File: src/rtl/brm_pkg.sv
// brm_pkg: field widths shared by the Booth multiplier and its channel interfaces
// no dependencies
package brm_pkg;

	localparam int unsigned OPERAND_W = 16;
	localparam int unsigned PRODUCT_W = 32;

	typedef logic signed [OPERAND_W-1:0] operand_t;
	typedef logic signed [PRODUCT_W-1:0] product_t;

endpackage

File: src/rtl/brm_if.sv
// brm_if: valid/ready channel interfaces for operand and product transactions
// depends on brm_pkg
interface brm_operand_if import brm_pkg::*; ();
	logic     valid;
	logic     ready;
	operand_t multiplicand;
	operand_t multiplier;

	modport source (output valid, output multiplicand, output multiplier, input ready);
	modport sink (input valid, input multiplicand, input multiplier, output ready);
endinterface

interface brm_product_if import brm_pkg::*; ();
	logic     valid;
	logic     ready;
	product_t product;

	modport source (output valid, output product, input ready);
	modport sink (input valid, input product, output ready);
endinterface

File: src/rtl/booth_radix2_multiplier.sv
// booth_radix2_multiplier: pipelined radix-2 Booth signed multiplier, one recoding step per stage
// depends on brm_pkg, brm_operand_if and brm_product_if
//
// Usage:
//   operands (sink): one transaction carries a signed multiplicand and multiplier,
//   taken at a clock edge where valid and ready are both high.
//   result (source): one transaction per operand pair, in order, carrying the signed
//   product; the operands are sign-extended or cut to WIDTH bits, the 2*WIDTH-bit
//   product is sign-extended or cut to 32 bits.
//   Stages: an input register, then WIDTH Booth stages (at most one add or subtract each);
//   a product is offered once its operands have passed the input register and every Booth stage.
//   Throughput: one transaction per cycle while the receiver does not stall, set by the per-stage adder.
//   Reset (arst_n low) empties every stage at once; nothing is offered until new
//   operands arrive.
//   When the receiver stalls, the product holds in the last stage; each stage takes
//   a new item whenever it is empty or the stage after it moves, so bubbles close
//   up and operands keep being taken until the whole pipeline is full.
module booth_radix2_multiplier
	import brm_pkg::*;
#(
	parameter int unsigned WIDTH = 16
) (
	input  logic                 clk,
	input  logic                 arst_n,
	brm_operand_if.sink          operands,
	brm_product_if.source        result
);

	localparam int unsigned PW = 2 * WIDTH;

	logic             valid_s [0:WIDTH];
	logic             rdy     [0:WIDTH];
	logic [WIDTH-1:0] a_s     [0:WIDTH];
	logic [WIDTH-1:0] q_s     [0:WIDTH];
	logic [WIDTH-1:0] m_s     [0:WIDTH];
	logic             e_s     [0:WIDTH];

	logic [WIDTH-1:0] m_in;
	logic [WIDTH-1:0] q_in;
	logic [PW-1:0]    prod_full;

	// operand resize
	generate
		if (WIDTH <= OPERAND_W) begin : g_cut
			assign m_in = operands.multiplicand[WIDTH-1:0];
			assign q_in = operands.multiplier[WIDTH-1:0];
		end else begin : g_ext
			assign m_in = {{(WIDTH-OPERAND_W){operands.multiplicand[OPERAND_W-1]}},
				operands.multiplicand};
			assign q_in = {{(WIDTH-OPERAND_W){operands.multiplier[OPERAND_W-1]}},
				operands.multiplier};
		end
	endgenerate

	// ready chain from the output back
	assign rdy[WIDTH] = !valid_s[WIDTH] || result.ready;
	generate
		for (genvar k = 0; k < WIDTH; k++) begin : g_rdy
			assign rdy[k] = !valid_s[k] || rdy[k+1];
		end
	endgenerate

	assign operands.ready = rdy[0];

	// input stage
	always_ff @(posedge clk or negedge arst_n) begin
		if (!arst_n) begin
			valid_s[0] <= 1'b0;
		end else if (rdy[0]) begin
			valid_s[0] <= operands.valid;
		end
	end

	always_ff @(posedge clk) begin
		if (rdy[0] && operands.valid) begin
			a_s[0] <= '0;
			q_s[0] <= q_in;
			m_s[0] <= m_in;
			e_s[0] <= 1'b0;
		end
	end

	// booth stages
	generate
		for (genvar k = 1; k <= WIDTH; k++) begin : g_step
			logic [WIDTH-1:0] sum;

			always_comb begin
				case ({q_s[k-1][0], e_s[k-1]})
					2'b01:   sum = a_s[k-1] + m_s[k-1];
					2'b10:   sum = a_s[k-1] - m_s[k-1];
					default: sum = a_s[k-1];
				endcase
			end

			always_ff @(posedge clk or negedge arst_n) begin
				if (!arst_n) begin
					valid_s[k] <= 1'b0;
				end else if (rdy[k]) begin
					valid_s[k] <= valid_s[k-1];
				end
			end

			always_ff @(posedge clk) begin
				if (rdy[k] && valid_s[k-1]) begin
					e_s[k] <= q_s[k-1][0];
					q_s[k] <= {sum[0], q_s[k-1][WIDTH-1:1]};
					a_s[k] <= {sum[WIDTH-1], sum[WIDTH-1:1]};
					m_s[k] <= m_s[k-1];
				end
			end
		end
	endgenerate

	// product resize
	assign prod_full = {a_s[WIDTH], q_s[WIDTH]};

	generate
		if (PW >= PRODUCT_W) begin : g_pcut
			assign result.product = prod_full[PRODUCT_W-1:0];
		end else begin : g_pext
			assign result.product = {{(PRODUCT_W-PW){prod_full[PW-1]}}, prod_full};
		end
	endgenerate

	assign result.valid = valid_s[WIDTH];

`ifndef NO_ASSERTIONS
	a_stall_only_when_full: assert property (@(posedge clk) disable iff (!arst_n)
		!operands.ready |-> result.valid && !result.ready)
		else $error("operands refused while the output is free");

	a_first_step_extra_bit: assert property (@(posedge clk) disable iff (!arst_n)
		valid_s[0] && rdy[1] |=> valid_s[1] && (e_s[1] == $past(q_s[0][0])))
		else $error("first booth stage lost the multiplier lsb");

	a_zero_multiplicand: assert property (@(posedge clk) disable iff (!arst_n)
		result.valid && (m_s[WIDTH] == '0) |-> result.product == '0)
		else $error("zero multiplicand gave a non-zero product");
`endif

endmodule

File: src/flat_wrapper.sv
// flat-port wrapper written by rule: the top's interface ports become plain ports
module booth_radix2_multiplier_flat import brm_pkg::*;
#(
	parameter int unsigned WIDTH = 16
)
  (clk, arst_n, operands_valid, operands_multiplicand, operands_multiplier, operands_ready, result_valid, result_product, result_ready);
  brm_operand_if operands_i ();
  brm_product_if result_i ();
  input  logic clk;
  input  logic arst_n;
  input wire logic [$bits(operands_i.valid)-1:0] operands_valid;
  input wire logic [$bits(operands_i.multiplicand)-1:0] operands_multiplicand;
  input wire logic [$bits(operands_i.multiplier)-1:0] operands_multiplier;
  output wire logic [$bits(operands_i.ready)-1:0] operands_ready;
  output wire logic [$bits(result_i.valid)-1:0] result_valid;
  output wire logic [$bits(result_i.product)-1:0] result_product;
  input wire logic [$bits(result_i.ready)-1:0] result_ready;
  assign operands_i.valid = operands_valid;
  assign operands_i.multiplicand = operands_multiplicand;
  assign operands_i.multiplier = operands_multiplier;
  assign operands_ready = operands_i.ready;
  assign result_valid = result_i.valid;
  assign result_product = result_i.product;
  assign result_i.ready = result_ready;
  booth_radix2_multiplier #(.WIDTH(WIDTH)) u_core (.clk(clk), .arst_n(arst_n), .operands(operands_i), .result(result_i));
endmodule
File: config.mk
export PLATFORM = sky130hd
export DESIGN_NAME = booth_radix2_multiplier_flat
export DESIGN_NICKNAME = d
export VERILOG_FILES = /design/src/rtl/brm_pkg.sv /design/src/rtl/brm_if.sv /design/src/rtl/booth_radix2_multiplier.sv /design/src/flat_wrapper.sv
export SDC_FILE = /design/constraint.sdc
export NUM_CORES = 1
export LEC_CHECK = 0
export BUFFER_PORTS_ARGS = -buffer_cell sky130_fd_sc_hd__buf_2
export CAP_MARGIN = 20
export CORE_ASPECT_RATIO = 1.5
export CORE_MARGIN = 2
export CORE_UTILIZATION = 45
export DETAILED_ROUTE_END_ITERATION = 7
export GPL_TIMING_DRIVEN = 0
export PLACE_DENSITY = 0.69
export SLEW_MARGIN = 15
export SYNTH_ARGS = -nofsm -noshare
export SYNTH_HDL_FRONTEND = slang
export SYNTH_SLANG_ARGS = --single-unit
File: constraint.sdc
create_clock -name clk -period 5.5 [get_ports clk]
set_input_delay 0.825 -clock clk [delete_from_list [all_inputs] [get_ports clk]]
set_output_delay 0.825 -clock clk [all_outputs]
set_load 0.005 [all_outputs]
==> flow_summary_export.csv, run 1 <==
group,metric,value,unit
layout,fillers,8151,
yosys,async_reset_ff_share,2.13,%
yosys,ys_types,87,
yosys,synth_flop_cell,"edfxtp_1",
global_routing,gr-total-overflow,0,
timing,final_max_slew_viol_count,0,
layout,drive_gt1_share,8.70,%
timing,post-route-period-util,81.5,%
route,ant_nets,0,
route,drcViolationCount,0,
floorplanning,die_y,381,microns
layout,final_common_cell,"edfxtp_1",
timing,min_period,4.48,ns
clock_network,tritoncts,"built",
floorplanning,io-pin-count,70,
timing,setup_viol,0,
setup_path,end_kind,"flop",
worst_hold_path,hold_class,"in -> async",
setup_path,cp_common_cell,"a21o_1",
timing,fin_skew,0.0181,ns
timing,max_freq,0.223,GHz
clock_network,insertion_delay,0.67,ns
timing,max_slew_margin,23.7,%
yosys,syn_nets,3880,
route,wl,92.2,mm
pwr,ir_drop,268,uV
clock_network,path_clk_slew,0.06,ns
layout,layout_common_cells,"783 x edfxtp_1, 311 x xnor2_1, 256 x ha_1, 249 x a21oi_1, 244 x nand2_1",
timing,hold_viol,0,
clock_network,post_cts_resized,0,
route,firstDrtPassIters,6,
timing,tightest_slew,1.14,ns
setup_path,cp.buffers_inverters,2,
global_routing,grt_pass1_wl,145,mm
route,via_per_inst,5.47,
run_status,status,"completed",
clock_network,numClockSinks,800,
clock_network,clock_path_buffers,3,
placement,place.port_buffers,69,
placement,detailed_place.area,45100,sq um
job,drv_cap,0,
global_routing,grt_max_degree,38,
yosys,netlist_instances,3573,
global_routing,antenna_found_initial,0,
floorplanning,rows,138,
placement,place_hpwl,72.3,mm
pwr,finalPower,22.8,mW
yosys,ys_ff_latch,800,
route,num_vias,27700,
setup_path,cp_max_fo,10,
global_routing,grt_pass1_vias,28200,
route,routedWlPerCell,18.2,microns
floorplanning,die_w,255,microns
yosys,syn_avg_cell_area,11.9,sq um
setup_path,arrival,4.87,ns
placement,gp_congestion,0.914,
setup_path,slowest_delay,0.87,ns
clock_network,ctsHtreeMaxLevel,3,
pwr,p_leak,18.0,nW
floorplanning,dieArea,97300,sq um
floorplanning,core,94100,sq um
setup_path,path_cells,"inv_1 > ha_1 > clkbuf_1 > mux2i_1 > fa_1 > a21o_1 > a21o_1 > a2111oi_0 > o31ai_1 > a21oi_1 > xor2_1 > o21ai_1",
clock_network,cts_setup_buffers,0,
yosys,yosysWarnings,0,
layout,stdcell_area,47800,sq um
yosys,ys_seq_area_share,56.1,%
yosys,synth_area,42700,sq um
setup_path,required,5.89,ns
clock_network,ctsRootBufferMaster,"clkbuf_16",
setup_path,crit_slowest_cell,"a2111oi_0",
clock_network,numCtsBuffers,79,
setup_path,criticalPathCategory,"reg -> reg",
route,drtIter0Drc,1450,
layout,n_antenna_cell,0,
layout,final_nets,4049,
clock_network,hold_buffers,0,
layout,syn_to_final_growth,12.0,%
setup_path,worst_path_dominant_cell_family,"compound AO/OA/AOI/OAI gates",
setup_path,startpoint_type,"flop",
global_routing,grt_usage,18.8,%
timing,rsz0062_at_grt,"no",
timing,fin_setup_tns,0,ns
yosys,synth-edff-count,783,
pwr,p_per_area,478,nW/um^2
floorplanning,initial_core_util,45.3,%
-- path summary, 6_finish.rpt --
kind | start | to | slack, ns | cells after the start
setup / recovery | u_core.e_s[0][9] | u_core.a_s[0][171] | 1.02 | 12
min in group clk | operands_multiplicand[2] | u_core.m_s[0][2] | 0.32 | 1
hold reg to reg | u_core.q_s[0][38] | u_core.q_s[0][53] | 0.41 | 0
hold / removal | arst_n | u_core.valid_s[16] | 0.08 | 1
setup reg to reg | u_core.e_s[0][9] | u_core.a_s[0][171] | 1.02 | 12
max in group asynchronous | arst_n | u_core.valid_s[4] | 5.11 | 1
-- layout make-up --
class | count | area, sq um | share of cell area, %
multi-input cells | 2484 | 17600 | 36.8
plain buffers | 103 | 532 | 1.11
flip-flops and latches | 800 | 23900 | 50.1
repair buffers | 88 | 771 | 1.61
clock inverters | 56 | 674 | 1.41
well taps | 1260 | 1580 | 3.30
clock buffers | 86 | 2030 | 4.26
inverters | 186 | 698 | 1.46
-- kinds of logic after synthesis --
group                    Yosys count  synth area share, %
AND/OR/NAND/NOR                  883                 10.4
multiplexers                      66                 1.69
adder cells (fa/ha/maj)          271                 8.21
flip-flops                       800                 56.1
AO/OA/AOI/OAI                    858                 12.4
buffers and inverters            289                 2.88
XOR/XNOR                         406                 8.34
-- sequential cells by signal, summed over array words and instances (netlist names) --
signal               cells
u_core.a_s             240
u_core.e_s              15
u_core.m_s             256
u_core.q_s             272
u_core.result.valid      1
u_core.valid_s          16
-- cell usage after synthesis, drive strengths merged (57+ instances only) --
library cell / number / area share (%)
edfxtp: 783 / 55
xnor2: 311 / 6.4
ha: 256 / 7.5
o21ai: 251 / 3.0
a21oi: 249 / 2.9
nand2: 244 / 2.1
nor2: 217 / 1.9
inv: 186 / 1.6
xor2: 95 / 2.0
a21o: 86 / 1.5
nor3: 83 / 1.0
clkbuf: 68 / 0.62
a31oi: 57 / 0.84
-- layer usage --
layer  track usage [%]  wire, microns  part of all wire (%)
met5                 0              0                     0
met1              17.2          31200                    34
met2              39.2          54000                    59
met4              9.59           4280                   4.6
met3              2.40           2700                   2.9
-- per-stage QoR --
stage / worst slack [ns] / hold slack [ns] / std cells / util, %
after global placement: -2.01 / 0.403 / 4902 / 47.4
after floorplan: 0.181 / 0.400 / 3573 / -
after CTS: 0.851 / 0.0685 / 5063 / 50.8
after detailed placement: 0.895 / 0.405 / 4921 / 47.9
after global routing: 0.629 / 0.107 / 5063 / 50.8
final: 1.02 / 0.0827 / 5063 / 50.8
-- power breakdown --
part	total [mW]	switching, mW	internal, mW	leakage [nW]
Clock	5.60	2.41	3.19	1.30
Combinational	8.17	4.61	3.57	8.77
Sequential	9.06	0.739	8.32	7.92
Total	22.8	7.76	15.1	18.0
(Power assumes the default switching activity.)
==> inputs of run 2 (changes only) <==
ABC_AREA = 1   (was unset)
clock period = 4.5 ns   (was 5.5 ns; I/O delays follow)
==> flow_summary_export.csv, run 2 <==
group,metric,value,unit
run_status,status,"completed",
route,via_per_inst,5.12,
layout,layout.cells.non_filler,6108,
placement,gp_congestion,0.911,
yosys,synth_area,44100,sq um
route,drtIter0Drc,1573,
placement,dp_cells,5959,
yosys,syn_avg_cell_area,9.59,sq um
timing,fin_skew,0.0662,ns
worst_hold_path,hold_class,"in -> reg",
setup_path,required,4.92,ns
pwr,p_leak,21.9,nW
placement,detailed_place.area,46400,sq um
layout,syn_to_final_growth,11.6,%
yosys,synth_xor_area_share,4.38,%
yosys,yosysMostFrequentCell,"nand2_1",
clock_network,ctsRootBufferMaster,"clkbuf_16",
layout,regArea,23900,sq um
layout,stdcell_area,49200,sq um
route,wl,99.3,mm
setup_path,criticalPathCategory,"reg -> reg",
layout,multiInputGateArea,17200,sq um
timing,fin_setup_tns,0,ns
clock_network,hold_buffers,1,
floorplanning,io-pin-count,70,
clock_network,clock_path_buffers,3,
yosys,synth-adder-area-share,7.95,%
timing,post-route-period-util,89.5,%
clock_network,post_cts_resized,0,
yosys,synth_flop_cell,"edfxtp_1",
route,routedWlPerCell,16.3,microns
layout,regMostFlops,"u_core.q_s",
setup_path,end_kind,"flop",
layout,postLayoutCoreUtil,50.7,%
floorplanning,dieArea,101000,sq um
clock_network,path_clk_slew,0.07,ns
clock_network,insertion_delay,0.69,ns
floorplanning,die_y,387,microns
layout,final_common_cell,"nand2_1",
clock_network,numCtsBuffers,80,
timing,min_period,4.03,ns
yosys,ys_ff_latch,800,
floorplanning,die_w,260,microns
layout,reg_top3,"u_core.q_s x272, u_core.m_s x256, u_core.a_s x240",
timing,max_freq,0.248,GHz
floorplanning,initial_core_util,45.4,%
setup_path,startpoint_type,"flop",
floorplanning,core,97000,sq um
yosys,synth_top_family_by_area,"simple AND/OR/NAND/NOR gates",
yosys,synth.area.top_cells,"edfxtp_1 53%, nand2_1 9.2%, ha_1 7.3%",
floorplanning,rows,140,
route,drcViolationCount,0,
timing,rsz0062_at_grt,"no",
yosys,yosysWarnings,0,
timing,setup_viol,0,
route,firstDrtPassIters,6,
layout,layout_common_cells,"1086 x nand2_1, 783 x edfxtp_1, 648 x inv_1, 299 x nor2_1, 281 x a21oi_1",
yosys,syn_nets,4902,
timing,final_max_slew_viol_count,0,
global_routing,grt_pass1_vias,31700,
timing,max_slew_margin,32.9,%
job,drv_cap,0,
timing,hold_viol,0,
global_routing,grt_max_degree,41,
clock_network,ctsHtreeMaxLevel,3,
yosys,ys_types,46,
yosys,synth_compound_area_share,8.69,%
layout,drive_gt1_share,8.01,%
global_routing,grt_usage,19.7,%
pwr,p_per_area,674,nW/um^2
route,ant_nets,0,
layout,largest_reg_flops,272,
global_routing,gr-total-overflow,0,
clock_network,numClockSinks,800,
layout,final_nets,5071,
global_routing,antenna_found_initial,0,
yosys,yosysTopAreaCell,"edfxtp_1",
pwr,finalPower,33.2,mW
setup_path,arrival,4.44,ns
route,num_vias,31200,
layout,fillers,8686,
global_routing,grt_pass1_wl,157,mm
yosys,netlist_instances,4595,
clock_network,tritoncts,"built",
yosys,ys_seq_area_share,54.3,%
yosys,yosys.area.top_type_share,53.3,%
yosys,async_reset_ff_share,2.13,%
yosys,synth-edff-count,783,
timing,tightest_slew,0.995,ns
yosys,synthSimpleGateAreaFrac,17.8,%
setup_path,cp_max_fo,9,
pwr,ir_drop,350,uV
placement,place.port_buffers,69,
placement,place_hpwl,78.6,mm
yosys,synthMuxAreaShare,0,%
clock_network,cts_setup_buffers,0,
yosys,yosys-top-cells-count,"1086 x nand2_1, 783 x edfxtp_1, 656 x inv_1",
run 2: cell types whose count changed after synthesis, sizes merged, moves of 45 or more:
cell,change
a21o,-45
inv,+484
nand2,+848
nand2b,-52
nand3,+175
nor2,+104
nor2b,-56
or2,+67
xnor2,-266
xor2,+75
run 2: path summary, 6_finish.rpt:
kind / slack (ns) / start / to / depth (start not counted)
max: 0.47 / u_core.e_s[0][10] / u_core.a_s[0][190] / 17
min: 0.16 / operands_multiplier[1] / u_core.q_s[0][1] / 1
max reg2reg: 0.47 / u_core.e_s[0][10] / u_core.a_s[0][190] / 17
min reg2reg: 0.39 / u_core.q_s[0][222] / u_core.q_s[0][237] / 0
max in group asynchronous: 3.73 / arst_n / u_core.valid_s[2] / 2
min in group asynchronous: 0.45 / arst_n / u_core.valid_s[16] / 2
run 2: cell families after synthesis:
logic type	count (synthesis)
compound gates	687
xor+xnor	215
fa+ha+maj	271
buf+inv	772
flops	800
simple gates	1850
run 2: metrics by stage:
step | setup slack [ns] | hold WS [ns]
after floorplan | 0.750 | 0.379
after global placement | -0.771 | 0.401
after detailed placement | 0.454 | 0.405
after CTS | 0.432 | 0.105
after global routing | 0.197 | 0.143
final | 0.473 | 0.155
run 2: where the power goes:
part / internal [mW] / switching [mW] / total, mW
Sequential: 10.9 / 1.12 / 12.0
Combinational: 5.12 / 9.11 / 14.2
Clock: 3.91 / 3.00 / 6.92
Total: 20.0 / 13.2 / 33.2
run 2: area by class of cell:
class,count,share of cell area (%)
clock buffer,88,4.13
multi-input combinational,3023,34.9
clock inverter,59,1.45
buffer,96,1.00
tap,1278,3.25
inverter,676,5.16
sequential,800,48.7
timing repair buffer,87,1.43
antenna,1,0.00509
run 2: metal layers:
metal,wire length [microns],track usage [%],up-vias
met4,6170,12.4,0
met2,57900,41.0,634
met3,2530,2.05,302
met5,0,0,-
met1,32700,17.2,14600
li1,-,-,15800
run 2: worst max-delay path, cell delays in order (launching register included):
cell and delay (ns):
edfxtp_1 0.36, inv_1 0.06, ha_1 0.13, clkbuf_1 0.46, clkinv_1 0.48, o31ai_1 0.30
nand2_1 0.25, xor2_1 0.21, ha_1 0.36, a21o_1 0.19, a31oi_1 0.20, nand3_1 0.25
nand2_1 0.13, nand3_1 0.08, nand2_1 0.10, nand3_1 0.07, nand2_1 0.09, nand2_1 0.06
==> inputs of run 3 (changes only) <==
CORE_MARGIN = 8   (was 2)
==> flow_summary_export.csv, run 3 (synthesis gave the netlist of run 2 again) <==
group,metric,value,unit
clock_network,clock_path_buffers,3,
clock_network,tritoncts,"built",
placement,dp_cells,5959,
route,via_per_inst,5.13,
route,drcViolationCount,0,
route,wl,99.3,mm
pwr,switching_share,39.3,%
timing,final_max_slew_viol_count,0,
setup_path,r2r-end,"u_core.a_s[0][190]",
layout,regArea,23900,sq um
pwr,p_seq_share,36.2,%
clock_network,numCtsBuffers,79,
setup_path,r2r_slack,0.33,ns
placement,place.port_buffers,69,
floorplanning,die_w,272,microns
worst_hold_path,hold_start,"operands_multiplier[6]",
setup_path,end_kind,"flop",
route,ant_nets,0,
job,drv_cap,0,
timing,min_period,4.17,ns
floorplanning,initial_core_util,45.4,%
global_routing,grt_pass1_wl,157,mm
global_routing,grt_pass1_vias,31700,
setup_path,reg2regPathDepth,19,
layout,syn_to_final_growth,11.9,%
setup_path,worst_path_dominant_cell_family,"simple AND/OR/NAND/NOR gates",
timing,max_freq,0.240,GHz
pwr,ir_drop,381,uV
route,routedWlPerCell,16.3,microns
timing,setup_slack,0.326,ns
global_routing,gr-total-overflow,0,
floorplanning,io-pin-count,70,
floorplanning,core,97000,sq um
timing,fin_skew,0.0589,ns
layout,drive_gt1_share,8.12,%
global_routing,grt_max_degree,40,
layout,layout_common_cells,"1086 x nand2_1, 783 x edfxtp_1, 648 x inv_1, 299 x nor2_1, 281 x a21oi_1",
setup_path,cp.buffers_inverters,4,
timing,tightest_slew,0.778,ns
setup_path,cp_common_cell,"nand2_1",
worst_hold_path,whs_path_depth,1,
setup_path,timing.rr.start,"u_core.e_s[0][10]",
setup_path,slowest_delay,0.51,ns
setup_path,required,4.93,ns
pwr,p_sw,13.1,mW
placement,gp_congestion,0.926,
layout,final_common_cell,"nand2_1",
setup_path,path_cells,"inv_1 > ha_1 > clkbuf_1 > clkinv_1 > o31ai_1 > nand2_1 > xor2_1 > ha_1 > nand2_1 > nor2_1 > nand4_1 > nand3_1 > nand2_1 > nand3_1 > inv_1 > nand2_1 > nand3_1 > nand2_1 > nand2_1",
timing,whs,0.150,ns
clock_network,insertion_delay,0.69,ns
clock_network,post_cts_resized,0,
floorplanning,die_y,399,microns
setup_path,crit_slowest_cell,"clkinv_1",
timing,post-route-period-util,92.8,%
layout,regMostFlops,"u_core.q_s",
pwr,p_int,20.3,mW
timing,setup_viol,0,
run_status,status,"completed",
placement,preCtsSetupSlack,0.351,ns
floorplanning,dieArea,108000,sq um
route,num_vias,31300,
timing,max_slew_margin,47.6,%
clock_network,ctsRootBufferMaster,"clkbuf_16",
pwr,p_clk_share,21.7,%
clock_network,ctsHtreeMaxLevel,3,
route,drtIter0Drc,1529,
timing,hold_viol,0,
layout,layout.cells.non_filler,6107,
pwr,combPwrFrac,42.2,%
worst_hold_path,hold_path_end,"u_core.q_s[0][6]",
global_routing,grt_usage,18.1,%
timing,rsz0062_at_grt,"no",
clock_network,numClockSinks,800,
clock_network,path_clk_slew,0.06,ns
setup_path,cp_max_fo,9,
pwr,p_leak,22.0,nW
global_routing,antenna_found_initial,0,
setup_path,arrival,4.60,ns
route,firstDrtPassIters,5,
floorplanning,rows,140,
setup_path,startpoint_type,"flop",
worst_hold_path,hold_class,"in -> reg",
layout,largest_reg_flops,272,
layout,multiInputGateArea,17200,sq um
layout,final_nets,5070,
setup_path,criticalPathCategory,"reg -> reg",
layout,fillers,8755,
layout,n_antenna_cell,0,
clock_network,cts_setup_buffers,0,
layout,reg_top3,"u_core.q_s x272, u_core.m_s x256, u_core.a_s x240",
placement,place_hpwl,79.7,mm
pwr,p_per_area,677,nW/um^2
-- run 3: per-layer routing --
layer | global-route usage (%) | wire length (microns)
met1 | 15.4 | 32600
met4 | 12.1 | 6670
met3 | 2.16 | 2450
met5 | 0 | 0
met2 | 37.9 | 57500
-- run 3: repair_timing --
item / in CTS / in global routing
hold endpoints to repair: 17 / 0
hold buffers: 1 / 0
setup endpoints to repair: 0 / 0
-- run 3: through the flow --
stage               util, %  power (mW)  setup TNS (ns)  area, sq um
floorplan                 -        22.3               0        44100
global placement       47.4        25.9          -96.21        46000
detailed placement     47.8        26.3               0        46400
CTS                    50.8        33.6               0        49300
global route           50.8        36.0               0        49300
finish                 50.8        33.4               0        49300
-- run 3: worst max path at each step --
stage                            from            endpoint  slack (ns)  cells after the start
finish              u_core.e_s[0][10]  u_core.a_s[0][190]        0.33                     19
global route        u_core.e_s[0][10]  u_core.a_s[0][190]        0.10                     19
CTS                 u_core.e_s[0][10]  u_core.a_s[0][190]        0.30                     17
detailed placement  u_core.e_s[0][10]  u_core.a_s[0][190]        0.35                     17
global placement         result_ready   u_core.a_s[0][92]       -0.46                      9
floorplan                result_ready   u_core.a_s[0][16]        0.75                     10
-- run 3: area by class of cell --
type                    count  area share (%)
flip-flops and latches    800            48.5
multi-input cells        3023            34.8
inverters                 676            5.15
clock buffers              94            4.25
well taps                1278            3.24
clock inverters            53            1.63
repair buffers             87            1.41
plain buffers              96           0.997
-- run 3: power by group through the flow --
stage / combinational [mW] / clock, mW / sequential [mW]
detailed placement: 14.0 / 0 / 12.3
global placement: 13.6 / 0 / 12.3
global route: 16.0 / 7.65 / 12.3
finish: 14.1 / 7.24 / 12.1
CTS: 14.1 / 7.41 / 12.1
floorplan: 10.6 / 0 / 11.7
